**src/design/hill_cipher_3x3_mod26_top_assert.svh**
```systemverilog
// Assertion macros shared by the Hill cipher RTL files.
`ifndef HILL_CIPHER_3X3_MOD26_TOP_ASSERT_SVH
`define HILL_CIPHER_3X3_MOD26_TOP_ASSERT_SVH

// Same-cycle implication, checked on every rising clock edge outside reset.
`define HC_ASSERT_IMPLY(lbl, ante, cons, msg) \
    lbl: assert property (@(posedge i_clk) disable iff (!i_rst_n) (ante) |-> (cons)) \
        else $error(msg);

// Next-cycle implication, checked on every rising clock edge outside reset.
`define HC_ASSERT_NEXT(lbl, ante, cons, msg) \
    lbl: assert property (@(posedge i_clk) disable iff (!i_rst_n) (ante) |=> (cons)) \
        else $error(msg);

`endif

```
**src/design/hc_pkg.sv**
```systemverilog
// Shared types, constants and mod-26 helpers for the Hill cipher block.
package hc_pkg;

    localparam int unsigned LETTER_W = 5;
    localparam int unsigned KEY_W    = 15;
    localparam int unsigned CFG_AW   = 2;
    localparam int unsigned PROD_W   = 10;

    localparam logic [LETTER_W-1:0] MODULUS    = 5'd26;
    localparam logic [LETTER_W-1:0] PAD_LETTER = 5'd23;
    // Multiple of 26 that is at least the largest product, so a subtraction stays positive.
    localparam logic [PROD_W-1:0]   SUB_BIAS   = 10'd650;

    localparam logic [CFG_AW-1:0] CFG_MODE = 2'd0;
    localparam logic [CFG_AW-1:0] CFG_KEY0 = 2'd1;
    localparam logic [CFG_AW-1:0] CFG_KEY1 = 2'd2;
    localparam logic [CFG_AW-1:0] CFG_KEY2 = 2'd3;

    typedef struct packed {
        logic                vld;
        logic                first;
        logic                last;
        logic                sub;
        logic [LETTER_W-1:0] a;
        logic [LETTER_W-1:0] b;
    } t_mac_op;

    typedef struct packed {
        logic                vld;
        logic [LETTER_W-1:0] value;
    } t_mac_res;

    typedef struct packed {
        logic [3:0] ia;
        logic [3:0] ib;
    } t_kpair;

    function automatic logic [LETTER_W-1:0] red26_5(input logic [LETTER_W-1:0] x);
        return (x >= MODULUS) ? x - MODULUS : x;
    endfunction

    // Reduces values below 676: reciprocal estimate, then one correction step.
    function automatic logic [LETTER_W-1:0] mod26_10(input logic [PROD_W-1:0] x);
        logic [18:0]       m;
        logic [5:0]        q;
        logic [PROD_W-1:0] r;
        m = {9'd0, x} * 19'd315;
        q = m[18:13];
        r = x - ({4'd0, q} * 10'd26);
        if (r >= {5'd0, MODULUS}) begin
            r = r - {5'd0, MODULUS};
        end
        return r[LETTER_W-1:0];
    endfunction

    // Key entry indices of the two products of each adjugate entry, two steps per entry.
    function automatic t_kpair adj_term(input logic [4:0] step);
        t_kpair p;
        unique case (step)
            5'd0:    p = '{ia: 4'd4, ib: 4'd8};
            5'd1:    p = '{ia: 4'd5, ib: 4'd7};
            5'd2:    p = '{ia: 4'd2, ib: 4'd7};
            5'd3:    p = '{ia: 4'd1, ib: 4'd8};
            5'd4:    p = '{ia: 4'd1, ib: 4'd5};
            5'd5:    p = '{ia: 4'd2, ib: 4'd4};
            5'd6:    p = '{ia: 4'd5, ib: 4'd6};
            5'd7:    p = '{ia: 4'd3, ib: 4'd8};
            5'd8:    p = '{ia: 4'd0, ib: 4'd8};
            5'd9:    p = '{ia: 4'd2, ib: 4'd6};
            5'd10:   p = '{ia: 4'd2, ib: 4'd3};
            5'd11:   p = '{ia: 4'd0, ib: 4'd5};
            5'd12:   p = '{ia: 4'd3, ib: 4'd7};
            5'd13:   p = '{ia: 4'd4, ib: 4'd6};
            5'd14:   p = '{ia: 4'd1, ib: 4'd6};
            5'd15:   p = '{ia: 4'd0, ib: 4'd7};
            5'd16:   p = '{ia: 4'd0, ib: 4'd4};
            5'd17:   p = '{ia: 4'd1, ib: 4'd3};
            default: p = '{ia: 4'd0, ib: 4'd0};
        endcase
        return p;
    endfunction

    // Multiplicative inverse mod 26; zero where none exists.
    function automatic logic [LETTER_W-1:0] inv26(input logic [LETTER_W-1:0] d);
        logic [LETTER_W-1:0] r;
        unique case (d)
            5'd1:    r = 5'd1;
            5'd3:    r = 5'd9;
            5'd5:    r = 5'd21;
            5'd7:    r = 5'd15;
            5'd9:    r = 5'd3;
            5'd11:   r = 5'd19;
            5'd15:   r = 5'd7;
            5'd17:   r = 5'd23;
            5'd19:   r = 5'd11;
            5'd21:   r = 5'd5;
            5'd23:   r = 5'd17;
            5'd25:   r = 5'd25;
            default: r = 5'd0;
        endcase
        return r;
    endfunction

endpackage

```
**src/design/hill_cipher_3x3_mod26_top.sv**
```systemverilog
// Top level of the 3x3 Hill cipher block (mod 26) with stream ports and a config write port.
// Letters are taken one word per cycle until a group of three is complete (or the
// message ends, padding with 'x'); the group then runs through a single 5x5-bit
// multiply-accumulate unit, nine products back to back, and the three result words
// leave through a three-entry output buffer while the next letters are accepted.
// When the output side keeps up, a group takes its three letter words, a pass through the start
// state and nine products; the pace is set by the one shared multiplier.
// A full group waits in the start state, with the input stalled, until the previous
// group's three words have left. The first decrypted group after reset or after any
// config write first builds the inverse key on the same unit: 18 adjugate products,
// 3 for the determinant, 9 scalings and two pipeline drains.
`include "hill_cipher_3x3_mod26_top_assert.svh"

module hill_cipher_3x3_mod26_top (
    input  logic                        i_clk,
    input  logic                        i_rst_n,
    // Input stream. tdata: [4:0] letter_in, [7:5] zero. tlast: message_end.
    input  logic                        i_s_axis_tvalid,
    output logic                        o_s_axis_tready,
    input  logic [7:0]                  i_s_axis_tdata,
    input  logic                        i_s_axis_tlast,
    // Output stream. tdata: [4:0] letter_out, [7:5] zero. tlast: group_last.
    output logic                        o_m_axis_tvalid,
    input  logic                        i_m_axis_tready,
    output logic [7:0]                  o_m_axis_tdata,
    output logic                        o_m_axis_tlast,
    // tuser: [0] key_error.
    output logic                        o_m_axis_tuser,
    // Configuration writes.
    input  logic                        i_cfg_we,
    input  logic [hc_pkg::CFG_AW-1:0]   i_cfg_addr,
    input  logic [hc_pkg::KEY_W-1:0]    i_cfg_wdata
);

    localparam logic [2:0] ST_IDLE  = 3'd0;
    localparam logic [2:0] ST_START = 3'd1;
    localparam logic [2:0] ST_ADJ   = 3'd2;
    localparam logic [2:0] ST_DET   = 3'd3;
    localparam logic [2:0] ST_WDET  = 3'd4;
    localparam logic [2:0] ST_INV   = 3'd5;
    localparam logic [2:0] ST_COL   = 3'd6;

    localparam logic [4:0] ADJ_LAST = 5'd17;
    localparam logic [4:0] DET_LAST = 5'd2;
    localparam logic [4:0] INV_LAST = 5'd8;
    localparam logic [4:0] ADJ_N    = 5'd9;
    localparam logic [4:0] DET_IDX  = 5'd9;
    localparam logic [4:0] INV_BASE = 5'd10;
    localparam logic [1:0] LAST_IX  = 2'd2;

    localparam int unsigned LW = hc_pkg::LETTER_W;

    logic [2:0]           r_state;
    logic [2:0]           n_state;
    logic [4:0]           r_step;
    logic [1:0]           r_row;
    logic [1:0]           r_col;

    logic                 r_mode;
    logic [hc_pkg::KEY_W-1:0] r_key [3];

    logic [LW-1:0]        r_hold [2];
    logic [1:0]           r_hcnt;
    logic [LW-1:0]        r_v [3];

    logic [LW-1:0]        r_adj [9];
    logic [LW-1:0]        r_inv [9];
    logic [LW-1:0]        r_det;
    logic                 r_inv_ready;
    logic                 r_key_ok;

    logic                 r_build;
    logic [4:0]           r_wr_idx;

    logic [LW-1:0]        r_obuf [3];
    logic [2:0]           r_ovld;
    logic [2:0]           n_ovld;
    logic [1:0]           r_optr;
    logic                 r_oerr;

    logic [LW-1:0]        k_ent [9];
    logic                 in_acc;
    logic                 out_acc;
    logic [LW-1:0]        in_letter;
    logic                 group_done;
    logic [LW-1:0]        dinv;
    hc_pkg::t_kpair       kp;
    logic [3:0]           col_idx;
    hc_pkg::t_mac_op      mac_op;
    hc_pkg::t_mac_res     mac_res;
    logic                 mac_busy;

    // Key entries reduced mod 26, row-major.
    always_comb begin
        for (int r = 0; r < 3; r++) begin
            for (int c = 0; c < 3; c++) begin
                k_ent[r*3 + c] = hc_pkg::red26_5(r_key[r][5*c +: 5]);
            end
        end
    end

    assign o_s_axis_tready = (r_state == ST_IDLE);
    assign in_acc          = i_s_axis_tvalid & o_s_axis_tready;
    assign in_letter       = hc_pkg::red26_5(i_s_axis_tdata[LW-1:0]);
    assign group_done      = in_acc & ((r_hcnt == 2'd2) | i_s_axis_tlast);
    assign dinv            = hc_pkg::inv26(r_det);
    assign kp              = hc_pkg::adj_term(r_step);
    assign col_idx         = ({2'd0, r_row} * 4'd3) + {2'd0, r_col};

    assign o_m_axis_tvalid = r_ovld[r_optr];
    assign o_m_axis_tdata  = {3'd0, r_obuf[r_optr]};
    assign o_m_axis_tlast  = (r_optr == LAST_IX);
    assign o_m_axis_tuser  = r_oerr;
    assign out_acc         = o_m_axis_tvalid & i_m_axis_tready;

    // Operand selection for the shared unit.
    always_comb begin
        mac_op = '0;
        unique case (r_state)
            ST_ADJ: begin
                mac_op.vld   = 1'b1;
                mac_op.first = ~r_step[0];
                mac_op.sub   = r_step[0];
                mac_op.last  = r_step[0];
                mac_op.a     = k_ent[kp.ia];
                mac_op.b     = k_ent[kp.ib];
            end
            ST_DET: begin
                mac_op.vld   = 1'b1;
                mac_op.first = (r_step == 5'd0);
                mac_op.last  = (r_step == DET_LAST);
                mac_op.a     = k_ent[r_step[3:0]];
                mac_op.b     = r_adj[r_step[3:0] * 4'd3];
            end
            ST_INV: begin
                mac_op.vld   = 1'b1;
                mac_op.first = 1'b1;
                mac_op.last  = 1'b1;
                mac_op.a     = dinv;
                mac_op.b     = r_adj[r_step[3:0]];
            end
            ST_COL: begin
                mac_op.vld   = 1'b1;
                mac_op.first = (r_row == 2'd0);
                mac_op.last  = (r_row == LAST_IX);
                mac_op.a     = r_v[r_row];
                mac_op.b     = r_mode ? r_inv[col_idx] : k_ent[col_idx];
            end
            default: begin
                mac_op = '0;
            end
        endcase
    end

    always_comb begin
        n_state = r_state;
        unique case (r_state)
            ST_IDLE: begin
                if (group_done) begin
                    n_state = ST_START;
                end
            end
            ST_START: begin
                if (!mac_busy) begin
                    if (r_mode && !r_inv_ready) begin
                        n_state = ST_ADJ;
                    end else if (r_ovld == 3'b000) begin
                        n_state = ST_COL;
                    end
                end
            end
            ST_ADJ: begin
                if (r_step == ADJ_LAST) begin
                    n_state = ST_DET;
                end
            end
            ST_DET: begin
                if (r_step == DET_LAST) begin
                    n_state = ST_WDET;
                end
            end
            ST_WDET: begin
                if (!mac_busy) begin
                    n_state = ST_INV;
                end
            end
            ST_INV: begin
                if (r_step == INV_LAST) begin
                    n_state = ST_START;
                end
            end
            ST_COL: begin
                if (r_row == LAST_IX && r_col == LAST_IX) begin
                    n_state = ST_IDLE;
                end
            end
            default: begin
                n_state = ST_IDLE;
            end
        endcase
    end

    // A returning column result marks its slot valid; an accepted word clears its own slot.
    always_comb begin
        n_ovld = r_ovld;
        if (mac_res.vld && !r_build) begin
            n_ovld[r_wr_idx[1:0]] = 1'b1;
        end
        if (out_acc) begin
            n_ovld[r_optr] = 1'b0;
        end
    end

    always_ff @(posedge i_clk) begin
        if (!i_rst_n) begin
            r_state     <= ST_IDLE;
            r_step      <= '0;
            r_row       <= '0;
            r_col       <= '0;
            r_mode      <= 1'b0;
            r_key[0]    <= '0;
            r_key[1]    <= '0;
            r_key[2]    <= '0;
            r_hcnt      <= '0;
            r_inv_ready <= 1'b0;
            r_key_ok    <= 1'b0;
            r_build     <= 1'b0;
            r_wr_idx    <= '0;
            r_ovld      <= '0;
            r_optr      <= '0;
            r_oerr      <= 1'b0;
        end else begin
            r_state <= n_state;
            r_step  <= (r_state != n_state) ? 5'd0 : r_step + 5'd1;

            if (r_state != ST_COL) begin
                r_row <= '0;
                r_col <= '0;
            end else if (r_row == LAST_IX) begin
                r_row <= '0;
                r_col <= r_col + 2'd1;
            end else begin
                r_row <= r_row + 2'd1;
            end

            // Gather letters; a full group, or a message end with padding, hands a vector on.
            if (in_acc) begin
                if (r_hcnt == 2'd2) begin
                    r_v[0] <= r_hold[0];
                    r_v[1] <= r_hold[1];
                    r_v[2] <= in_letter;
                    r_hcnt <= '0;
                end else if (i_s_axis_tlast) begin
                    r_v[0] <= (r_hcnt == 2'd0) ? in_letter : r_hold[0];
                    r_v[1] <= (r_hcnt == 2'd0) ? hc_pkg::PAD_LETTER : in_letter;
                    r_v[2] <= hc_pkg::PAD_LETTER;
                    r_hcnt <= '0;
                end else begin
                    r_hold[r_hcnt[0]] <= in_letter;
                    r_hcnt            <= r_hcnt + 2'd1;
                end
            end

            if (r_state == ST_START && n_state == ST_ADJ) begin
                r_build  <= 1'b1;
                r_wr_idx <= '0;
            end
            if (r_state == ST_START && n_state == ST_COL) begin
                r_build  <= 1'b0;
                r_wr_idx <= '0;
                r_oerr   <= r_mode & ~r_key_ok;
            end
            if (r_state == ST_WDET && n_state == ST_INV) begin
                r_key_ok <= (dinv != '0);
            end

            // Results come back in issue order; the count tells where each belongs.
            if (mac_res.vld) begin
                r_wr_idx <= r_wr_idx + 5'd1;
                if (r_build) begin
                    if (r_wr_idx < ADJ_N) begin
                        r_adj[r_wr_idx[3:0]] <= mac_res.value;
                    end else if (r_wr_idx == DET_IDX) begin
                        r_det <= mac_res.value;
                    end else begin
                        r_inv[4'(r_wr_idx - INV_BASE)] <= mac_res.value;
                    end
                end else begin
                    r_obuf[r_wr_idx[1:0]] <= mac_res.value;
                end
            end

            r_ovld <= n_ovld;
            if (out_acc) begin
                r_optr <= (r_optr == LAST_IX) ? 2'd0 : r_optr + 2'd1;
            end

            if (i_cfg_we) begin
                unique case (i_cfg_addr)
                    hc_pkg::CFG_MODE: r_mode   <= i_cfg_wdata[0];
                    hc_pkg::CFG_KEY0: r_key[0] <= i_cfg_wdata;
                    hc_pkg::CFG_KEY1: r_key[1] <= i_cfg_wdata;
                    hc_pkg::CFG_KEY2: r_key[2] <= i_cfg_wdata;
                    default:          r_mode   <= r_mode;
                endcase
            end

            // Any register write invalidates the inverse; a finished build validates it.
            if (i_cfg_we) begin
                r_inv_ready <= 1'b0;
            end else if (r_state == ST_INV && n_state == ST_START) begin
                r_inv_ready <= 1'b1;
            end
        end
    end

    hc_mac u_mac (
        .i_clk   (i_clk),
        .i_rst_n (i_rst_n),
        .i_op    (mac_op),
        .o_res   (mac_res),
        .o_busy  (mac_busy)
    );

    `HC_ASSERT_IMPLY(a_err_zero, o_m_axis_tvalid && o_m_axis_tuser,
                     o_m_axis_tdata[4:0] == 5'd0, "error word carries a letter")
    `HC_ASSERT_IMPLY(a_col_empty, r_state == ST_COL && r_row == 2'd0 && r_col == 2'd0,
                     r_ovld == 3'b000, "group started over pending words")
    `HC_ASSERT_NEXT(a_group_start, group_done, r_state == ST_START, "full group did not start")

endmodule

```
**src/design/hc_mac.sv**
```systemverilog
// Shared two-stage multiply-accumulate unit working modulo 26.
`include "hill_cipher_3x3_mod26_top_assert.svh"

module hc_mac (
    input  logic             i_clk,
    input  logic             i_rst_n,
    input  hc_pkg::t_mac_op  i_op,
    output hc_pkg::t_mac_res o_res,
    output logic             o_busy
);

    logic                            r_s1_vld;
    logic                            r_s1_first;
    logic                            r_s1_last;
    logic                            r_s1_sub;
    logic [hc_pkg::PROD_W-1:0]       r_prod;
    logic [hc_pkg::LETTER_W-1:0]     r_acc;
    logic                            r_res_vld;

    logic [hc_pkg::LETTER_W-1:0]     base;
    logic [hc_pkg::PROD_W-1:0]       term;
    logic [hc_pkg::PROD_W-1:0]       sum;

    // A first step starts a fresh sum; a subtract step adds the bias minus the product.
    always_comb begin
        base = r_s1_first ? '0 : r_acc;
        term = r_s1_sub ? hc_pkg::SUB_BIAS - r_prod : r_prod;
        sum  = {5'd0, base} + term;
    end

    always_ff @(posedge i_clk) begin
        if (!i_rst_n) begin
            r_s1_vld  <= 1'b0;
            r_res_vld <= 1'b0;
        end else begin
            r_s1_vld  <= i_op.vld;
            r_res_vld <= r_s1_vld & r_s1_last;
        end
        r_s1_first <= i_op.first;
        r_s1_last  <= i_op.last;
        r_s1_sub   <= i_op.sub;
        r_prod     <= {5'd0, i_op.a} * {5'd0, i_op.b};
        if (r_s1_vld) begin
            r_acc <= hc_pkg::mod26_10(sum);
        end
    end

    assign o_res  = '{vld: r_res_vld, value: r_acc};
    assign o_busy = r_s1_vld | r_res_vld;

    `HC_ASSERT_IMPLY(a_res_range, r_res_vld, r_acc < hc_pkg::MODULUS, "mac result not reduced")
    `HC_ASSERT_IMPLY(a_res_src, r_res_vld, $past(i_op.vld && i_op.last, 2), "mac result without op")

endmodule

```
**config.mk**
```make
export PLATFORM = sky130hd
export DESIGN_NAME = hill_cipher_3x3_mod26_top
export DESIGN_NICKNAME = d
export VERILOG_FILES = /design/src/design/hc_pkg.sv /design/src/design/hill_cipher_3x3_mod26_top.sv /design/src/design/hc_mac.sv
export VERILOG_INCLUDE_DIRS = /design/src /design/src/design
export SDC_FILE = /design/constraint.sdc
export NUM_CORES = 1
export LEC_CHECK = 0
export ABC_AREA = 1
export BUFFER_PORTS_ARGS = -buffer_cell sky130_fd_sc_hd__buf_2
export CELL_PAD_IN_SITES_DETAIL_PLACEMENT = 0
export CELL_PAD_IN_SITES_GLOBAL_PLACEMENT = 1
export CORE_UTILIZATION = 49
export CTS_CLUSTER_SIZE = 14
export DETAILED_ROUTE_END_ITERATION = 16
export PLACE_DENSITY_LB_ADDON = 0.1
export RECOVER_POWER = 100
export SKIP_LAST_GASP = 1
export SYNTH_ARGS = -nofsm -noshare
export SYNTH_HDL_FRONTEND = slang
export SYNTH_SLANG_ARGS = --single-unit
```
**constraint.sdc**
```tcl
create_clock -name i_clk -period 11 [get_ports i_clk]
set_clock_uncertainty 0.05 [all_clocks]
set_input_delay 2.2 -clock i_clk [delete_from_list [all_inputs] [get_ports i_clk]]
set_output_delay 2.2 -clock i_clk [all_outputs]
set_load 0.005 [all_outputs]
```
==> flow_summary.ini, run 1 <==
[run]
maxCapViolCount = 0

[floorplan]
initial_utilization_pct = 50.1
core_area_um2 = 32800
die_w_um = 185
dieHeight_um = 185
num_io_pins = 43
die-area_um2 = 34200
rows = 66

[global_route]
grt-ovfl-total = 0
grt_max_degree = 45
grt_pass1_vias = 12800
track_usage_pct = 26.0
grt_pass1_wl_um = 68900
antenna_found_initial = 0

[yosys]
synth-edff-count = 185
synthCells = 1944
synth_cell_type_count = 62
yosysSeqAreaShare_pct = 40.9
syn_area_um2 = 16400
synth_area_per_cell_um2 = 8.44
ys_seq_elements = 243
ys.warnings.count = 0
synthFlopType = edfxtp_1
async_flop_share_pct = 0

[clocking]
cts_tree = yes
post-cts-setup-buffers = 0
htree_levels = 1
cts_hold_buf = 0
cts.sinks = 243
insertion_delay_ns = 0.57
cts_buffers = 27
cts.clk_slew.worst_paths_ns = 0.06
cts-root-buf = clkbuf_16
ctsResizeCount = 0
clock_path_buffers = 3

[cells_and_area]
drive_above_1_share_pct = 5.42
final_common_cell = nand2_1
final_nets = 2174
layout_common_cells = nand2_1 (377), inv_1 (310), edfxtp_1 (185)
final_cell_area_um2 = 17900
antenna_cells = 0
syn2layout_area_growth_pct = 8.90

[route]
top_layer = met4
via_count = 13100
postRouteAntennaNets = 0
met3WireLength_um = 2360
drc = 0
drt-met1-wl_um = 20100
drt-pass1-iter-count = 5
post_drt_wl_per_cell_um = 17.6
drt_first_iter_violations = 938
wl_met2_um = 19100
viasPerCell = 5.40
totalWireLength_um = 42800

[critical_path]
slowest_stage = clkbuf_1
path_max_fanout = 23
max_stage_delay_ns = 1.02
worstSetupEndpointType = register
arrival_ns = 9.96
crit_path_start_kind = register
cp.required_ns = 11.26
path_common_cell = inv_1
critPathKind = reg -> reg

[power]
leakage_nw = 8.08
pwr_density_cell_nw_per_um2 = 271
post-layout-total-power_mw = 4.84
ir_worst_vdd_uv = 252

[sta]
layout_min_cycle_time_ns = 9.70
fin_hold_ws_ns = 0.387
maxSlewViolCount = 0
slew_headroom_pct = 6.10
fin_tns_setup_ns = 0
hold_viol_final = 0
fin_crit_sh_pct = 88.1
rsz0062_at_grt = false
setup_violations = 0
worst_pin_slew_ns = 1.41
max_freq_ghz = 0.103

[placed_design]
dp_hpwl_um = 32500
io_buffers = 36
gp_congestion = 0.997
postPlaceCellArea_um2 = 17000

[hold_path]
hold_class = reg -> reg

[run_status]
status = finished clean
worst max-delay path, delay by kind of cell (launching register included):
family	cells	cell delay, ns
buffers and inverters	9	1.84
flip-flops	1	0.33
AO/OA/AOI/OAI	8	1.34
AND/OR/NAND/NOR	12	1.26
adder cells (fa/ha/maj)	10	3.82
XOR/XNOR	3	0.79
worst paths after layout:
path	endpoint	from	slack, ns	depth (start not counted)
worst max-delay path	u_mac.r_acc[2]$_DFFE_PP_	u_mac.r_acc[4]$_DFFE_PP_	1.30	42
worst min-delay path	u_mac.r_res_vld$_SDFF_PN0_	u_mac.r_s1_last$_DFF_P_	0.39	2
worst max register to register	u_mac.r_acc[2]$_DFFE_PP_	u_mac.r_acc[4]$_DFFE_PP_	1.30	42
worst min register to register	u_mac.r_res_vld$_SDFF_PN0_	u_mac.r_s1_last$_DFF_P_	0.39	2
metrics by stage:
step | setup WS (ns) | util, % | instances
5_1_grt | 0.382 | 54.5 | 2436
3_3_place_gp | 1.73 | 51.9 | 2386
2_1_floorplan | 2.72 | - | 1946
6_report | 1.30 | 54.5 | 2436
3_5_place_dp | 1.60 | 51.9 | 2386
4_1_cts | 1.55 | 54.8 | 2436
metal layers:
layer | global-route usage [%] | vias to the layer above
li1 | - | 6573
met1 | 36.3 | 6135
met2 | 41.8 | 368
met3 | 3.72 | 71
met4 | 7.67 | 0
met5 | 0 | -
report_power, final:
part / internal [mW] / leakage [nW] / switching [mW]
Clock: 0.593 / 0.463 / 0.372
Sequential: 1.15 / 2.18 / 0.0807
Combinational: 0.967 / 5.45 / 1.67
logic make-up (layout without fill, tap and decap cells):
group                    Yosys count  in the layout  share of synthesized area, %
AO/OA/AOI/OAI                    389            389                          13.5
XOR/XNOR                          45             45                          2.40
adder cells (fa/ha/maj)          170            170                          15.0
buffers and inverters            375            423                          8.86
flip-flops                       243            243                          40.9
multiplexers                       8              8                         0.488
other                              1              3                        0.0228
AND/OR/NAND/NOR                  713            713                          18.8
cell usage after synthesis (4+ instances only):
cell,instances,area share [%]
nand2_1,377,8.6
inv_1,308,7.0
edfxtp_1,185,34
a21oi_1,150,4.6
o21ai_0,139,4.2
nor2_1,138,3.2
ha_1,126,9.6
nand3_1,115,3.5
dfxtp_1,58,7.1
fa_1,44,5.4
xor2_1,36,1.9
o211ai_1,32,1.5
clkbuf_1,31,0.71
nor3_1,26,0.79
inv_2,12,0.27
nand4_1,12,0.46
a211oi_1,9,0.41
o221ai_1,9,0.48
or2_2,9,0.34
xnor2_1,9,0.48
mux2i_1,8,0.49
buf_2,7,0.21
clkinv_1,6,0.14
nand2_2,6,0.23
o2111ai_1,6,0.32
o22ai_1,6,0.23
nand3b_1,5,0.23
o21ai_1,5,0.15
a31oi_1,4,0.15
and2_1,4,0.15
buf_1,4,0.091
buf_4,4,0.18
o21a_1,4,0.18
o311ai_0,4,0.21
sequential cells by signal (all words and copies together), names as in the netlist, 7 cells and up, named ones only:
signal / flops
u_mac.r_prod: 10
r_adj: 45
kp: 7
r_v: 15
r_obuf: 15
r_key: 45
r_inv: 45
r_hold: 10
area by class of cell:
| type | instances | area, um^2 |
|---|---|---|
| fillers | 3098 | 14900 |
| multi-input cells | 1328 | 8190 |
| flip-flops and latches | 243 | 6720 |
| inverters | 326 | 1220 |
| clock buffers | 32 | 694 |
| well taps | 442 | 553 |
| clock inverters | 18 | 253 |
| repair buffers | 47 | 240 |
(Power assumes the default switching activity.)
==> run 2, diff against run 1 <==
--- a/config.mk
+++ b/config.mk
@@ -15,7 +15,7 @@
 export DETAILED_ROUTE_END_ITERATION = 16
 export PLACE_DENSITY_LB_ADDON = 0.1
 export RECOVER_POWER = 100
-export SKIP_LAST_GASP = 1
+export REMOVE_ABC_BUFFERS = 1
 export SYNTH_ARGS = -nofsm -noshare
 export SYNTH_HDL_FRONTEND = slang
 export SYNTH_SLANG_ARGS = --single-unit
==> run 2 against run 1 <==
Against the previous run: utilization down 0.37 points; critical endpoint unchanged; sequential cell count unchanged; clock power down 13%; clock-buffer cell count up 6; register-to-register slack better by 0.22 ns; die area unchanged; setup slack better by 0.22 ns; cell area down 0.69%.
==> flow_summary.ini, run 2 (synthesized netlist as in run 1, its figures left out) <==
[floorplan]
dieHeight_um = 185
initial_utilization_pct = 50.1
num_io_pins = 43
die-area_um2 = 34200
die_w_um = 185
core_area_um2 = 32800
rows = 66

[critical_path]
arrival_ns = 9.74
crit_start = u_mac.r_prod[1]$_DFF_P_
slowest_stage = fa_1
worstSetupEndpointType = register
max_stage_delay_ns = 0.54
crit_family = adder cells
cp.required_ns = 11.27
crit_path_start_kind = register
regToRegStartpoint = u_mac.r_prod[1]$_DFF_P_
path_max_fanout = 6
regToRegSetupSlack_ns = 1.53
cp.buffers_inverters = 8
critPathKind = reg -> reg

[route]
drc = 0
wl_met2_um = 19000
drt_first_iter_violations = 967
post_drt_wl_per_cell_um = 17.3
via_count = 13000
met3WireLength_um = 2260
viasPerCell = 5.35
drt-pass1-iter-count = 6
totalWireLength_um = 42200
postRouteAntennaNets = 0
top_layer = met4
drt-met1-wl_um = 20000

[sta]
max_freq_ghz = 0.106
maxSlewViolCount = 0
rsz0062_at_grt = false
setup_slack_ns = 1.53
worst_pin_slew_ns = 1.18
slew_headroom_pct = 21.4
layout_min_cycle_time_ns = 9.47
fin_crit_sh_pct = 86.1
hold_viol_final = 0
setup_violations = 0
fin_tns_setup_ns = 0

[power]
post-layout-total-power_mw = 4.74
ir_worst_vdd_uv = 283
pwr_density_cell_nw_per_um2 = 267
leakage_nw = 8.02

[cells_and_area]
final_cell_area_um2 = 17800
final_nets = 2174
antenna_cells = 0
syn2layout_area_growth_pct = 8.16
drive_above_1_share_pct = 5.27
final_common_cell = nand2_1
layout_common_cells = nand2_1 (379), inv_1 (310), edfxtp_1 (185)

[clocking]
cts.sinks = 243
cts.clk_slew.worst_paths_ns = 0.06
post-cts-setup-buffers = 0
cts_tree = yes
cts-root-buf = clkbuf_16
htree_levels = 1
cts_hold_buf = 0
ctsResizeCount = 0
insertion_delay_ns = 0.56
clock_path_buffers = 3
cts_buffers = 26

[hold_path]
hold_class = reg -> reg
min-delay-start = u_mac.r_s1_last$_DFF_P_

[placed_design]
gp_congestion = 0.973
dp_hpwl_um = 31700
io_buffers = 36
post-place-ws_ns = 1.45
postPlaceCellArea_um2 = 17000

[global_route]
antenna_found_initial = 0
track_usage_pct = 25.7
grt_max_degree = 45
grt_pass1_vias = 12700
grt-ovfl-total = 0
grt_pass1_wl_um = 68200

[run]
maxCapViolCount = 0

[run_status]
status = finished clean
## run 2: cell count changes in the layout (fill, tap and decap cells not counted), sizes merged
cell and delta:
buf +2, bufinv -5, clkbuf +5, clkinv -3
## run 2: power by group
part / switching, mW / internal, mW / leakage [nW]
clock: 0.360 / 0.483 / 0.399
sequential: 0.0834 / 1.15 / 2.18
combinational: 1.70 / 0.969 / 5.45
## run 2: worst min-delay path, stage by stage (launching register included)
cell,delay (ns)
dfxtp_1,0.29
nand2_1,0.05
nor2_1,0.04
## run 2: routing by layer
layer | vias up | GRT usage [%]
li1 | 6555 | -
met1 | 6053 | 36.1
met2 | 350 | 42.1
met3 | 66 | 2.99
met4 | 0 | 6.25
met5 | - | 0
## run 2: metrics by stage
stage               std cells  util (%)  hold slack, ns
detailed placement       2387      51.9           0.363
finish                   2435      54.1           0.375
global placement         2387      51.9           0.362
CTS                      2435      54.4           0.378
floorplan                1897         -           0.354
global route             2435      54.1           0.403
## run 2: path summary, 6_finish.rpt
check | to | depth (start not counted)
setup / recovery | u_mac.r_acc[2]$_DFFE_PP_ | 43
hold / removal | u_mac.r_res_vld$_SDFF_PN0_ | 2
setup reg to reg | u_mac.r_acc[2]$_DFFE_PP_ | 43
hold reg to reg | u_mac.r_res_vld$_SDFF_PN0_ | 2
## run 2: area by class of cell
| type | instances | area (um^2) |
|---|---|---|
| tap | 442 | 553 |
| timing repair buffer | 48 | 251 |
| inverter | 326 | 1220 |
| clock inverter | 10 | 103 |
| clock buffer | 38 | 726 |
| sequential | 243 | 6720 |
| fill | 3111 | 15000 |
| multi-input combinational | 1328 | 8180 |
==> run 3, diff against run 2 <==
--- a/config.mk
+++ b/config.mk
@@ -10,7 +10,7 @@
 export BUFFER_PORTS_ARGS = -buffer_cell sky130_fd_sc_hd__buf_2
 export CELL_PAD_IN_SITES_DETAIL_PLACEMENT = 0
 export CELL_PAD_IN_SITES_GLOBAL_PLACEMENT = 1
-export CORE_UTILIZATION = 49
+export CORE_UTILIZATION = 45
 export CTS_CLUSTER_SIZE = 14
 export DETAILED_ROUTE_END_ITERATION = 16
 export PLACE_DENSITY_LB_ADDON = 0.1
==> constraint.sdc (replaced) <==
create_clock -name i_clk -period 9.54 [get_ports i_clk]
set_clock_uncertainty 0.05 [all_clocks]
set_input_delay 1.908 -clock i_clk [delete_from_list [all_inputs] [get_ports i_clk]]
set_output_delay 1.908 -clock i_clk [all_outputs]
set_load 0.005 [all_outputs]
==> run 3 against run 2 <==
Against the previous run: the flow now finishes with violations (design-rule violations); non-clock buffer count grew 6; setup slack lost 0.75 ns; maximum frequency grew 8.1%; largest cell class unchanged; first-iteration DRC count grew 5.6%; global-route usage shrank 1.6 points; hold slack lost 0.0034 ns; sequential cell count is the same; clock-buffer cell count shrank 2; routed wire length grew 2.8%; critical path type unchanged; die area grew 8.8%; largest power group unchanged.
==> flow_summary.ini, run 3 (synthesized netlist as in run 1, its figures left out) <==
[run_status]
status = complete, but fails checks
failed_checks = design-rule violations

[global_route]
grt_pass1_wl_um = 68900
grt_pass1_vias = 12500
antenna_found_initial = 0
grt_max_degree = 45
grt-ovfl-total = 0
track_usage_pct = 24.1

[critical_path]
crit_start = u_mac.r_s1_sub$_SDFF_PN0_
path_max_fanout = 8
regToRegStartpoint = u_mac.r_s1_sub$_SDFF_PN0_
max_stage_delay_ns = 0.56
arrival_ns = 9.01
critPathKind = reg -> reg
worstSetupEndpointType = register
slowest_stage = fa_1
crit_path_start_kind = register
cp.required_ns = 9.79

[sta]
layout_min_cycle_time_ns = 8.77
worst_pin_slew_ns = 1.31
rsz0062_at_grt = false
slew_headroom_pct = 12.4
max_freq_ghz = 0.114
fin_tns_setup_ns = 0
maxSlewViolCount = 0
setup_violations = 0
fin_crit_sh_pct = 91.9
hold_viol_final = 0

[clocking]
cts_tree = yes
cts-root-buf = clkbuf_16
cts.clk_slew.worst_paths_ns = 0.06
clock_path_buffers = 3
cts.sinks = 243
insertion_delay_ns = 0.55
htree_levels = 1
cts_buffers = 27

[power]
combinationalPowerShare_pct = 55.4
switching_power_mw = 2.45
swShare_pct = 44.3
power_frac_clock_pct = 19.1
pwr_density_cell_nw_per_um2 = 308
post-layout-total-power_mw = 5.52
internal_power_mw = 3.08
pwr-share-seq_pct = 25.5
ir_worst_vdd_uv = 277
leakage_nw = 8.07

[placed_design]
dp_hpwl_um = 32900
gp_congestion = 0.987
io_buffers = 36

[floorplan]
core_area_um2 = 35700
die-area_um2 = 37200
dieHeight_um = 193
initial_utilization_pct = 45.9
num_io_pins = 43
die_w_um = 193
rows = 69

[cells_and_area]
layout_common_cells = nand2_1 (377), inv_1 (308), edfxtp_1 (185)
antenna_cells = 0
syn2layout_area_growth_pct = 9.22
final_nets = 2181
drive_above_1_share_pct = 6.20
final.fill_count = 3513
final_common_cell = nand2_1

[hold_path]
hold_class = reg -> reg
min-delay-start = u_mac.r_s1_last$_DFF_P_

[route]
drt-pass1-iter-count = 12
via_count = 13200
post_drt_wl_per_cell_um = 17.6
drc = 4
postRouteAntennaNets = 0
viasPerCell = 5.35
drt_first_iter_violations = 1021
totalWireLength_um = 43400

[run]
maxCapViolCount = 0
## run 3: cell types whose count changed in the layout (fill, tap and decap cells not counted), sizes merged
cell	delta
clkinvlp	+3
bufinv	+3
inv	-1
clkbuf	+2
clkinv	-1
buf	+2
## run 3: power by group through the flow
stage / logic [mW] / registers (mW) / clock network (mW)
6_report: 3.06 / 1.41 / 1.05
5_1_grt: 3.58 / 1.42 / 1.11
4_1_cts: 3.13 / 1.41 / 1.07
3_5_place_dp: 3.10 / 1.43 / 0
3_3_place_gp: 3.05 / 1.43 / 0
2_1_floorplan: 2.31 / 1.44 / 0
## run 3: final timing paths
check / to / slack, ns / cells past startpoint
setup / recovery: u_mac.r_acc[3]$_DFFE_PP_ / 0.77 / 39
hold / removal: u_mac.r_res_vld$_SDFF_PN0_ / 0.37 / 2
setup reg to reg: u_mac.r_acc[3]$_DFFE_PP_ / 0.77 / 39
hold reg to reg: u_mac.r_res_vld$_SDFF_PN0_ / 0.37 / 2
## run 3: per-stage QoR
stage                     setup slack (ns)  hold slack, ns  util, %  std cells  instance area, um^2
after detailed placement             0.319           0.365     47.7       2410                17100
after global placement               0.406           0.361     47.7       2410                17100
final                                0.774           0.371     50.2       2462                17900
after CTS                            0.282           0.372     50.3       2460                18000
after global routing               0.00738           0.377     50.2       2462                17900
after floorplan                       1.26           0.354        -       1897                16200
## run 3: area by class of cell
class,instances,area [um^2],area share (%)
repair buffers,54,283,1.58
flip-flops and latches,243,6720,37.5
multi-input cells,1328,8220,45.9
well taps,461,577,3.22
clock inverters,14,180,1.01
clock buffers,36,719,4.01
inverters,326,1230,6.85
## run 3: per-layer routing
layer,wire (um),track usage [%],vias to the layer above,share of wire [%]
met5,0,0,-,0
met2,19700,38.9,323,45
met3,2060,2.88,90,4.7
met4,1330,8.17,0,3.1
met1,20300,33.5,6170,47
li1,-,-,6581,-
## run 3: critical path: cells and delay by family (launching register included)
| family | cells | cell delay, ns |
|---|---|---|
| adder cells (fa/ha/maj) | 10 | 4.03 |
| AND/OR/NAND/NOR | 12 | 1.49 |
| AO/OA/AOI/OAI | 7 | 1.36 |
| buffers and inverters | 7 | 0.60 |
| XOR/XNOR | 3 | 0.55 |
| flip-flops | 1 | 0.40 |
## run 3: what timing repair did
| item | 4_1_cts | 5_1_grt |
|---|---|---|
| setup buffers | 0 | 2 |
| hold buffers | 0 | 0 |
| resized for setup | 0 | 12 |
| setup endpoints to repair | 0 | 4 |
